## src/rtl/core/plcm_pkg.sv

```systemverilog
// shared types, widths and boot calibration tables of the calibration map
`default_nettype none
package plcm_pkg;

  localparam int DistW  = 16;
  localparam int StepW  = 16;
  localparam logic [4:0] NoBracket = 5'd16;

  typedef enum logic {
    OP_QUERY = 1'b0,
    OP_WRITE = 1'b1
  } plcm_op_e;

  // data that travels beside the divider
  typedef struct packed {
    plcm_op_e          op;
    logic              oor;
    logic [4:0]        bracket;
    logic              neg;
    logic signed [StepW-1:0] lo_s;
  } plcm_side_t;

  function automatic logic [DistW-1:0] boot_dist(input int i);
    logic [DistW-1:0] v;
    v = '0;
    case (i)
      0: v = 16'd25;   1: v = 16'd50;   2: v = 16'd75;   3: v = 16'd100;
      4: v = 16'd125;  5: v = 16'd175;  6: v = 16'd250;  7: v = 16'd350;
      8: v = 16'd500;  9: v = 16'd650;  10: v = 16'd800;
      default: v = '0;
    endcase
    return v;
  endfunction

  function automatic logic [StepW-1:0] boot_steps(input int i);
    logic [StepW-1:0] v;
    v = '0;
    case (i)
      0: v = 16'd5;   1: v = 16'd8;   2: v = 16'd12;  3: v = 16'd17;
      4: v = 16'd24;  5: v = 16'd30;  6: v = 16'd34;  7: v = 16'd40;
      8: v = 16'd46;  9: v = 16'd52;  10: v = 16'd58;
      default: v = '0;
    endcase
    return v;
  endfunction

endpackage
`default_nettype wire

```

## src/rtl/core/piecewise_linear_calibration_map_unit.sv

```systemverilog
// top level of the piecewise-linear distance to step calibration map
`default_nettype none
// Maps a distance to a step count over a table of MAX_POINTS (distance, steps)
// breakpoints held in flip-flops that reset to the boot calibration. Every
// item, write or query, gives exactly one result. A write stores one pair and
// returns zeros; a query finds the first breakpoint in use whose distance lies
// above it and interpolates from the one before (or from the origin), with the
// quotient truncated toward zero. A query past the last breakpoint in use
// returns 0 with out_of_range set and bracket 16. The pipeline takes one item
// per cycle while no result waits unclaimed, through one search stage, one difference
// stage, one 16x16 multiply stage, a 16-stage bit-per-stage divider and the
// output register. The whole pipeline holds while a result waits unclaimed.
// points_in_use is written through the always ready cfg channel; the user must
// write it only while no item is in flight, which the block does not enforce.
module piecewise_linear_calibration_map_unit #(
  parameter int MAX_POINTS = 16
) (
  input  wire logic        clk_i,
  input  wire logic        rst_ni,
  // config channel
  input  wire logic        cfg_valid_i,
  output logic             cfg_ready_o,
  input  wire logic [4:0]  cfg_data_i,
  // item input
  input  wire logic        in_valid_i,
  output logic             in_ready_o,
  input  wire logic        opcode_i,
  input  wire logic [3:0]  entry_index_i,
  input  wire logic [15:0] entry_distance_i,
  input  wire logic signed [15:0] entry_steps_i,
  input  wire logic [15:0] query_distance_i,
  // result output
  output logic             out_valid_o,
  input  wire logic        out_ready_i,
  output logic signed [15:0] target_steps_o,
  output logic             out_of_range_o,
  output logic [4:0]       bracket_o
);

  localparam int IW = (MAX_POINTS > 1) ? $clog2(MAX_POINTS) : 1;

  logic en, acc;
  logic [4:0] points_q;

  // calibration table, reset to boot values
  logic [15:0] dist_q  [MAX_POINTS];
  logic [15:0] steps_q [MAX_POINTS];

  assign cfg_ready_o = 1'b1;
  assign en          = !out_valid_o || out_ready_i;
  assign in_ready_o  = en;
  assign acc         = in_valid_i && en;

  always_ff @(posedge clk_i or negedge rst_ni) begin
    if (!rst_ni) begin
      points_q <= 5'd11;
    end else if (cfg_valid_i) begin
      points_q <= cfg_data_i;
    end
  end

  // table write on an accepted write item, slots past the table are dropped
  for (genvar i = 0; i < MAX_POINTS; i++) begin : g_tab
    always_ff @(posedge clk_i or negedge rst_ni) begin
      if (!rst_ni) begin
        dist_q[i]  <= plcm_pkg::boot_dist(i);
        steps_q[i] <= plcm_pkg::boot_steps(i);
      end else if (acc && opcode_i == plcm_pkg::OP_WRITE
                   && {3'b000, entry_index_i} == 7'(i)) begin
        dist_q[i]  <= entry_distance_i;
        steps_q[i] <= entry_steps_i;
      end
    end
  end

  // ---- stage 1: search for the bracket and fetch its two breakpoints
  logic [6:0]    used;
  logic [IW-1:0] b_idx;
  logic          found;
  logic [15:0]   lo_d, hi_d;
  logic [15:0]   lo_s, hi_s;

  always_comb begin
    used  = (7'(points_q) > 7'(MAX_POINTS)) ? 7'(MAX_POINTS) : 7'(points_q);
    found = 1'b0;
    b_idx = '0;
    for (int i = 0; i < MAX_POINTS; i++) begin
      if (!found && 7'(i) < used && query_distance_i < dist_q[i]) begin
        found = 1'b1;
        b_idx = IW'(i);
      end
    end
    hi_d = dist_q[b_idx];
    hi_s = steps_q[b_idx];
    if (b_idx == '0) begin
      lo_d = '0;
      lo_s = '0;
    end else begin
      lo_d = dist_q[b_idx - IW'(1)];
      lo_s = steps_q[b_idx - IW'(1)];
    end
  end

  logic          s1_v_q, s1_op_q, s1_oor_q;
  logic [4:0]    s1_b_q;
  logic [15:0]   s1_q_q, s1_lod_q, s1_hid_q;
  logic signed [15:0] s1_los_q, s1_his_q;

  always_ff @(posedge clk_i or negedge rst_ni) begin
    if (!rst_ni) begin
      s1_v_q <= 1'b0;
    end else if (en) begin
      s1_v_q <= in_valid_i;
    end
  end

  always_ff @(posedge clk_i) begin
    if (en) begin
      s1_op_q  <= opcode_i;
      s1_oor_q <= !found;
      s1_b_q   <= 5'(b_idx);
      s1_q_q   <= query_distance_i;
      s1_lod_q <= lo_d;
      s1_hid_q <= hi_d;
      s1_los_q <= lo_s;
      s1_his_q <= hi_s;
    end
  end

  // ---- stage 2: offset, step difference magnitude and span
  logic signed [16:0] ds;
  logic               s2_v_q;
  logic [15:0]        s2_num_q, s2_dsm_q, s2_den_q;
  plcm_pkg::plcm_side_t s2_side_q;

  assign ds = 17'(s1_his_q) - 17'(s1_los_q);

  always_ff @(posedge clk_i or negedge rst_ni) begin
    if (!rst_ni) begin
      s2_v_q <= 1'b0;
    end else if (en) begin
      s2_v_q <= s1_v_q;
    end
  end

  always_ff @(posedge clk_i) begin
    if (en) begin
      s2_num_q          <= s1_q_q - s1_lod_q;
      s2_dsm_q          <= ds[16] ? 16'(-ds) : ds[15:0];
      s2_den_q          <= s1_hid_q - s1_lod_q;
      s2_side_q.op      <= plcm_pkg::plcm_op_e'(s1_op_q);
      s2_side_q.oor     <= s1_oor_q;
      s2_side_q.bracket <= s1_b_q;
      s2_side_q.neg     <= ds[16];
      s2_side_q.lo_s    <= s1_los_q;
    end
  end

  // ---- stage 3: unsigned product
  logic                 s3_v_q;
  logic [31:0]          s3_prod_q;
  logic [15:0]          s3_den_q;
  plcm_pkg::plcm_side_t s3_side_q;

  always_ff @(posedge clk_i or negedge rst_ni) begin
    if (!rst_ni) begin
      s3_v_q <= 1'b0;
    end else if (en) begin
      s3_v_q <= s2_v_q;
    end
  end

  always_ff @(posedge clk_i) begin
    if (en) begin
      s3_prod_q <= {16'b0, s2_num_q} * {16'b0, s2_dsm_q};
      s3_den_q  <= s2_den_q;
      s3_side_q <= s2_side_q;
    end
  end

  // ---- divider
  logic                 dv_v;
  logic [15:0]          dv_quo;
  plcm_pkg::plcm_side_t dv_side;

  plcm_div u_div (
    .clk_i   (clk_i),
    .rst_ni  (rst_ni),
    .en_i    (en),
    .valid_i (s3_v_q),
    .dvd_i   (s3_prod_q),
    .den_i   (s3_den_q),
    .side_i  (s3_side_q),
    .valid_o (dv_v),
    .quo_o   (dv_quo),
    .side_o  (dv_side)
  );

  // ---- output register
  logic        out_v_q, oor_q;
  logic [15:0] tgt_q;
  logic [4:0]  brk_q;
  logic [15:0] res;

  assign res = dv_side.lo_s + (dv_side.neg ? -dv_quo : dv_quo);

  always_ff @(posedge clk_i or negedge rst_ni) begin
    if (!rst_ni) begin
      out_v_q <= 1'b0;
    end else if (en) begin
      out_v_q <= dv_v;
    end
  end

  always_ff @(posedge clk_i) begin
    if (en) begin
      if (dv_side.op == plcm_pkg::OP_WRITE) begin
        tgt_q <= '0;
        oor_q <= 1'b0;
        brk_q <= '0;
      end else if (dv_side.oor) begin
        tgt_q <= '0;
        oor_q <= 1'b1;
        brk_q <= plcm_pkg::NoBracket;
      end else begin
        tgt_q <= res;
        oor_q <= 1'b0;
        brk_q <= dv_side.bracket;
      end
    end
  end

  assign out_valid_o    = out_v_q;
  assign target_steps_o = tgt_q;
  assign out_of_range_o = oor_q;
  assign bracket_o      = brk_q;

endmodule
`default_nettype wire

```

## src/rtl/core/plcm_div.sv

```systemverilog
// pipelined restoring divider, one quotient bit per stage
`default_nettype none
module plcm_div (
  input  wire logic                   clk_i,
  input  wire logic                   rst_ni,
  input  wire logic                   en_i,
  input  wire logic                   valid_i,
  input  wire logic [31:0]            dvd_i,   // quotient known to fit in 16 bits
  input  wire logic [15:0]            den_i,
  input  wire plcm_pkg::plcm_side_t   side_i,
  output logic                        valid_o,
  output logic [15:0]                 quo_o,
  output plcm_pkg::plcm_side_t        side_o
);

  localparam int NStg = 16;

  logic                 v_q    [NStg];
  logic [15:0]          rem_q  [NStg];
  logic [15:0]          low_q  [NStg];
  logic [15:0]          den_q  [NStg];
  plcm_pkg::plcm_side_t side_q [NStg];

  for (genvar k = 0; k < NStg; k++) begin : g_stg
    logic                 v_in;
    logic [15:0]          rem_in, low_in, den_in;
    plcm_pkg::plcm_side_t side_in;
    logic [16:0]          trial, diff;
    logic                 qbit;

    if (k == 0) begin : g_first
      assign v_in    = valid_i;
      assign rem_in  = dvd_i[31:16];
      assign low_in  = dvd_i[15:0];
      assign den_in  = den_i;
      assign side_in = side_i;
    end else begin : g_next
      assign v_in    = v_q[k-1];
      assign rem_in  = rem_q[k-1];
      assign low_in  = low_q[k-1];
      assign den_in  = den_q[k-1];
      assign side_in = side_q[k-1];
    end

    always_comb begin
      trial = {rem_in, low_in[15]};
      diff  = trial - {1'b0, den_in};
      qbit  = (trial >= {1'b0, den_in});
    end

    always_ff @(posedge clk_i or negedge rst_ni) begin
      if (!rst_ni) begin
        v_q[k] <= 1'b0;
      end else if (en_i) begin
        v_q[k] <= v_in;
      end
    end

    always_ff @(posedge clk_i) begin
      if (en_i) begin
        rem_q[k]  <= qbit ? diff[15:0] : trial[15:0];
        low_q[k]  <= {low_in[14:0], qbit};
        den_q[k]  <= den_in;
        side_q[k] <= side_in;
      end
    end
  end

  assign valid_o = v_q[NStg-1];
  assign quo_o   = low_q[NStg-1];
  assign side_o  = side_q[NStg-1];

endmodule
`default_nettype wire
```

## config.mk

```make
export PLATFORM = sky130hd
export DESIGN_NAME = piecewise_linear_calibration_map_unit
export DESIGN_NICKNAME = d
export VERILOG_FILES = /design/src/rtl/core/plcm_pkg.sv /design/src/rtl/core/piecewise_linear_calibration_map_unit.sv /design/src/rtl/core/plcm_div.sv
export SDC_FILE = /design/constraint.sdc
export NUM_CORES = 2
export LEC_CHECK = 0
export BUFFER_PORTS_ARGS = -buffer_cell sky130_fd_sc_hd__buf_2
export CORE_MARGIN = 8
export CORE_UTILIZATION = 28
export DETAILED_ROUTE_END_ITERATION = 8
export SLEW_MARGIN = 20
export SYNTH_ARGS = -nofsm -noshare
export SYNTH_HDL_FRONTEND = slang
export SYNTH_SLANG_ARGS = --single-unit
export TNS_END_PERCENT = 30
```

## constraint.sdc

```tcl
create_clock -name clk_i -period 106 [get_ports clk_i]
set_input_delay 15.9 -clock clk_i [delete_from_list [all_inputs] [get_ports clk_i]]
set_output_delay 15.9 -clock clk_i [all_outputs]
set_load 0.02 [all_outputs]
```

==> results.sh <==
export IMPL_status="complete, no violations"
export IMPL_hp_class="reg -> reg"
export IMPL_cp_slowest_cell="nand2b_4"
export IMPL_setup_tns_ns=0
export IMPL_final_nets=9117
export IMPL_critPathBufInv=2
export IMPL_yosysSeqAreaShare_pct=53.12
export IMPL_syn_num_nets=9081
export IMPL_yosys_most_used_dff="edfxtp_1"
export IMPL_htreeDepth=4
export IMPL_crit_cells=3
export IMPL_grt_pass1_vias=67572
export IMPL_rsz0062_at_grt="false"
export IMPL_critical_path_class="in -> out"
export IMPL_netlist_area_leader_share_pct=39.84
export IMPL_root_buffer="clkbuf_16"
export IMPL_syn_inst=8141
export IMPL_die_h_um=619.5
export IMPL_yosysTopAreaCell="edfxtp_1"
export IMPL_yosys_top_cells_area="edfxtp_1, dfrtp_1, ha_1"
export IMPL_clk_insertion_delay_late_ns=0.90
export IMPL_antenna_left=0
export IMPL_core_mm2=0.3625
export IMPL_portBuffers=86
export IMPL_die_x_um=619.5
export IMPL_crit_arrival_ns=16.49
export IMPL_reg2reg_depth=17
export IMPL_drive_above_1_share_pct=17.32
export IMPL_holdBufCountCts=0
export IMPL_max_cap_viol_count=0
export IMPL_cts_tree="yes"
export IMPL_start_kind="input pin"
export IMPL_syn2layout_area_growth_pct=12.49
export IMPL_path_clk_slew_ns=0.06
export IMPL_worst_path_most_repeated_cell="buf_2"
export IMPL_post_route_min_period_ns=32.39
export IMPL_die_area_mm2=0.3838
export IMPL_via_per_inst=4.910
export IMPL_max_stage_delay_ns=0.24
export IMPL_ios=88
export IMPL_fin_worst_skew_ns=0.1090
export IMPL_ys_async_sr_fraction_pct=28.41
export IMPL_final_cell_area_mm2=0.1147
export IMPL_grtUsageTotal_pct=12.57
export IMPL_grt_ovfl_total=0
export IMPL_wl_um=249400
export IMPL_grt_max_degree=189
export IMPL_post_cts_buffers=0
export IMPL_wl_per_cell_um=18.98
export IMPL_grt_pass1_wl_um=385900
export IMPL_worstMarginPinSlew_ns=1.142
export IMPL_ys_ff_latch=1890
export IMPL_dp_hpwl_um=167600
export IMPL_synth_area_mm2=0.1020
export IMPL_required_ns=90.10
export IMPL_whs_ns=0.3993
export IMPL_rows=221
export IMPL_drc_errors=0
export IMPL_yosysWarnings=0
export IMPL_critical_path_cell_chain="buf_2, nand2b_4, buf_2"
export IMPL_end_kind="output port"
export IMPL_setup_viol=0
export IMPL_hold_viol=0
export IMPL_synth_avg_cell_area_um2=12.53
export IMPL_cts_resized=0
export IMPL_drt_iter0_markers=4974
export IMPL_dr_pass1_iters=5
export IMPL_path_max_fanout=4
export IMPL_hold_path_depth=0
export IMPL_numCtsBuffers=205
export IMPL_fin_crit_sh_pct=30.55
export IMPL_vias=64532
export IMPL_synth_cell_types=87
export IMPL_place_area_mm2=0.1078
export IMPL_timing_fmax_mhz=30.88
export IMPL_antenna_found_initial=28
export IMPL_gp_congestion=0.8849
export IMPL_start_util_pct=28.13
export IMPL_synth_edf_count=1353
export IMPL_max_slew_margin_pct=23.85
export IMPL_clock_sinks=1890
export IMPL_clock_path_buffers=4
export IMPL_slew_violations=0
export IMPL_critPathTopFamily="buffers and inverters"
## synthesized netlist by cell type (40+ instances only)
master and instances:
nand2b_1 56, o21ai_0 462, xnor2_1 160, ha_1 664
dfrtp_1 456, mux4_2 128, a211o_1 40, mux2i_1 46
a21o_1 65, fa_1 213, clkbuf_1 219, a21boi_0 58
nor2_1 300, nand3_1 232, o211ai_1 208, nor2b_1 109
nand2_1 440, nor3_1 138, edfxtp_1 1353, o21a_1 67
buf_1 53, a21oi_1 174, nand4_1 113, dfstp_2 81
and2_1 180, or3_1 57, inv_1 900, mux2_2 706
## kinds of logic after synthesis
group | share of synthesized area [%]
DFF | 53.12
and+or+nand+nor | 8.176
AOI/OAI and AO/OA | 8.912
buffers and inverters | 4.682
muxes | 11.09
adders and majority gates | 12.33
xor gates and xnor gates | 1.692
other | 0.003677
## worst paths after layout
kind | to | from | slack (ns)
setup / recovery | in_ready_o | out_ready_i | 73.61
hold / removal | u_div.low_q[3][15]$_DFFE_PN_ | u_div.low_q[2][14]$_DFFE_PN_ | 0.40
setup reg to reg | s1_lod_q[3]$_SDFFCE_PN0N_ | dist_q[31]$_DFFE_PN0P_ | 97.71
hold reg to reg | u_div.low_q[3][15]$_DFFE_PN_ | u_div.low_q[2][14]$_DFFE_PN_ | 0.40
max in group asynchronous | out_valid_o$_DFFE_PN0N_ | rst_ni | 88.47
min in group asynchronous | steps_q[53]$_DFFE_PN0P_ | rst_ni | 15.08
## registers in the layout (all words and copies together), names as in the netlist, 5 cells and up
| signal | cells |
|---|---|
| s2_den_q | 16 |
| s3_prod_q | 32 |
| u_div.g_stg.v_in | 15 |
| s1_his_q | 16 |
| s1_lod_q | 16 |
| s1_q_q | 16 |
| s2_side_q | 23 |
| s1_hid_q | 16 |
| s2_dsm_q | 16 |
| s3_side_q | 23 |
| u_div.low_q | 256 |
| u_div.den_q | 240 |
| points_q | 5 |
| dist_q | 256 |
| target_steps_o | 16 |
| s3_den_q | 16 |
| u_div.rem_q | 240 |
| s2_num_q | 16 |
| u_div.side_q | 368 |
| s1_los_q | 16 |
| steps_q | 256 |
## area by class of cell
type	count	area (um^2)
fillers	35612	247800
flip-flops and latches	1890	54170
multi-input cells	5025	43220
well taps	4794	5998
clock buffers	260	5500
inverters	900	3378
clock inverters	115	1411
repair buffers	155	1028
diodes	5	12.51
## placed cells by master (no fill, tap or decap), types with 20 or more instances in the layout
| cell type | count |
|---|---|
| clkbuf_16 | 208 |
| nand4_1 | 113 |
| a211oi_1 | 30 |
| a21oi_1 | 174 |
| mux2i_1 | 46 |
| ha_1 | 663 |
| and2_1 | 180 |
| nand2_1 | 430 |
| buf_2 | 85 |
| nand3_1 | 230 |
| o2111ai_1 | 22 |
| nor2b_1 | 106 |
| o21ai_0 | 462 |
| o41ai_1 | 21 |
| fa_1 | 213 |
| nor3_1 | 136 |
| dfrtp_1 | 456 |
| buf_4 | 62 |
| mux2_2 | 706 |
| inv_1 | 900 |
| or3_1 | 57 |
| a22o_1 | 33 |
| nor2_1 | 296 |
| clkinv_1 | 29 |
| a21boi_0 | 58 |
| a31oi_1 | 29 |
| a21o_1 | 65 |
| mux4_2 | 128 |
| nand2b_1 | 55 |
| xnor2_1 | 160 |
| clkinv_2 | 30 |
| xor2_1 | 37 |
| o21a_1 | 67 |
| bufinv_16 | 31 |
| dfstp_2 | 81 |
| clkbuf_1 | 42 |
| a22oi_1 | 20 |
| edfxtp_1 | 1353 |
| a211o_1 | 39 |
| o211ai_1 | 208 |
## per-stage QoR
stage | cells | setup slack (ns) | utilization, %
global route | 13141 | 73.53 | 31.64
CTS | 13139 | 73.54 | 31.64
floorplan | 8141 | 37.43 | -
detailed placement | 12764 | 73.54 | 29.73
global placement | 12764 | 73.52 | 29.73
finish | 13144 | 73.61 | 31.65
## worst reg2reg max path, stage by stage, from the launching register on
cell      delay [ns]
dfrtp_1         0.38
inv_1           0.07
ha_1            0.35
nand4_1         0.17
nor3_1          0.64
o21ai_0         0.26
a211oi_1        0.33
o21bai_1        0.19
a311oi_1        0.70
a211o_4         0.62
nand2_4         0.50
inv_1           0.28
ha_4            0.61
buf_4           0.80
buf_4           1.02
mux4_2          0.64
and2_1          0.17
a211o_1         0.26
## layer usage
metal | track usage, % | part of all wire [%] | vias to the layer above
met5 | 0 | 0.077 | -
met3 | 2.385 | 6.0 | 667
met1 | 15.17 | 41 | 32177
met2 | 21.75 | 49 | 1993
met4 | 5.623 | 4.5 | 30
li1 | - | - | 29665
Power is left out: the tool's default activity adds up to more than one toggle a clock period on the data nets, which glitch-free logic cannot reach.
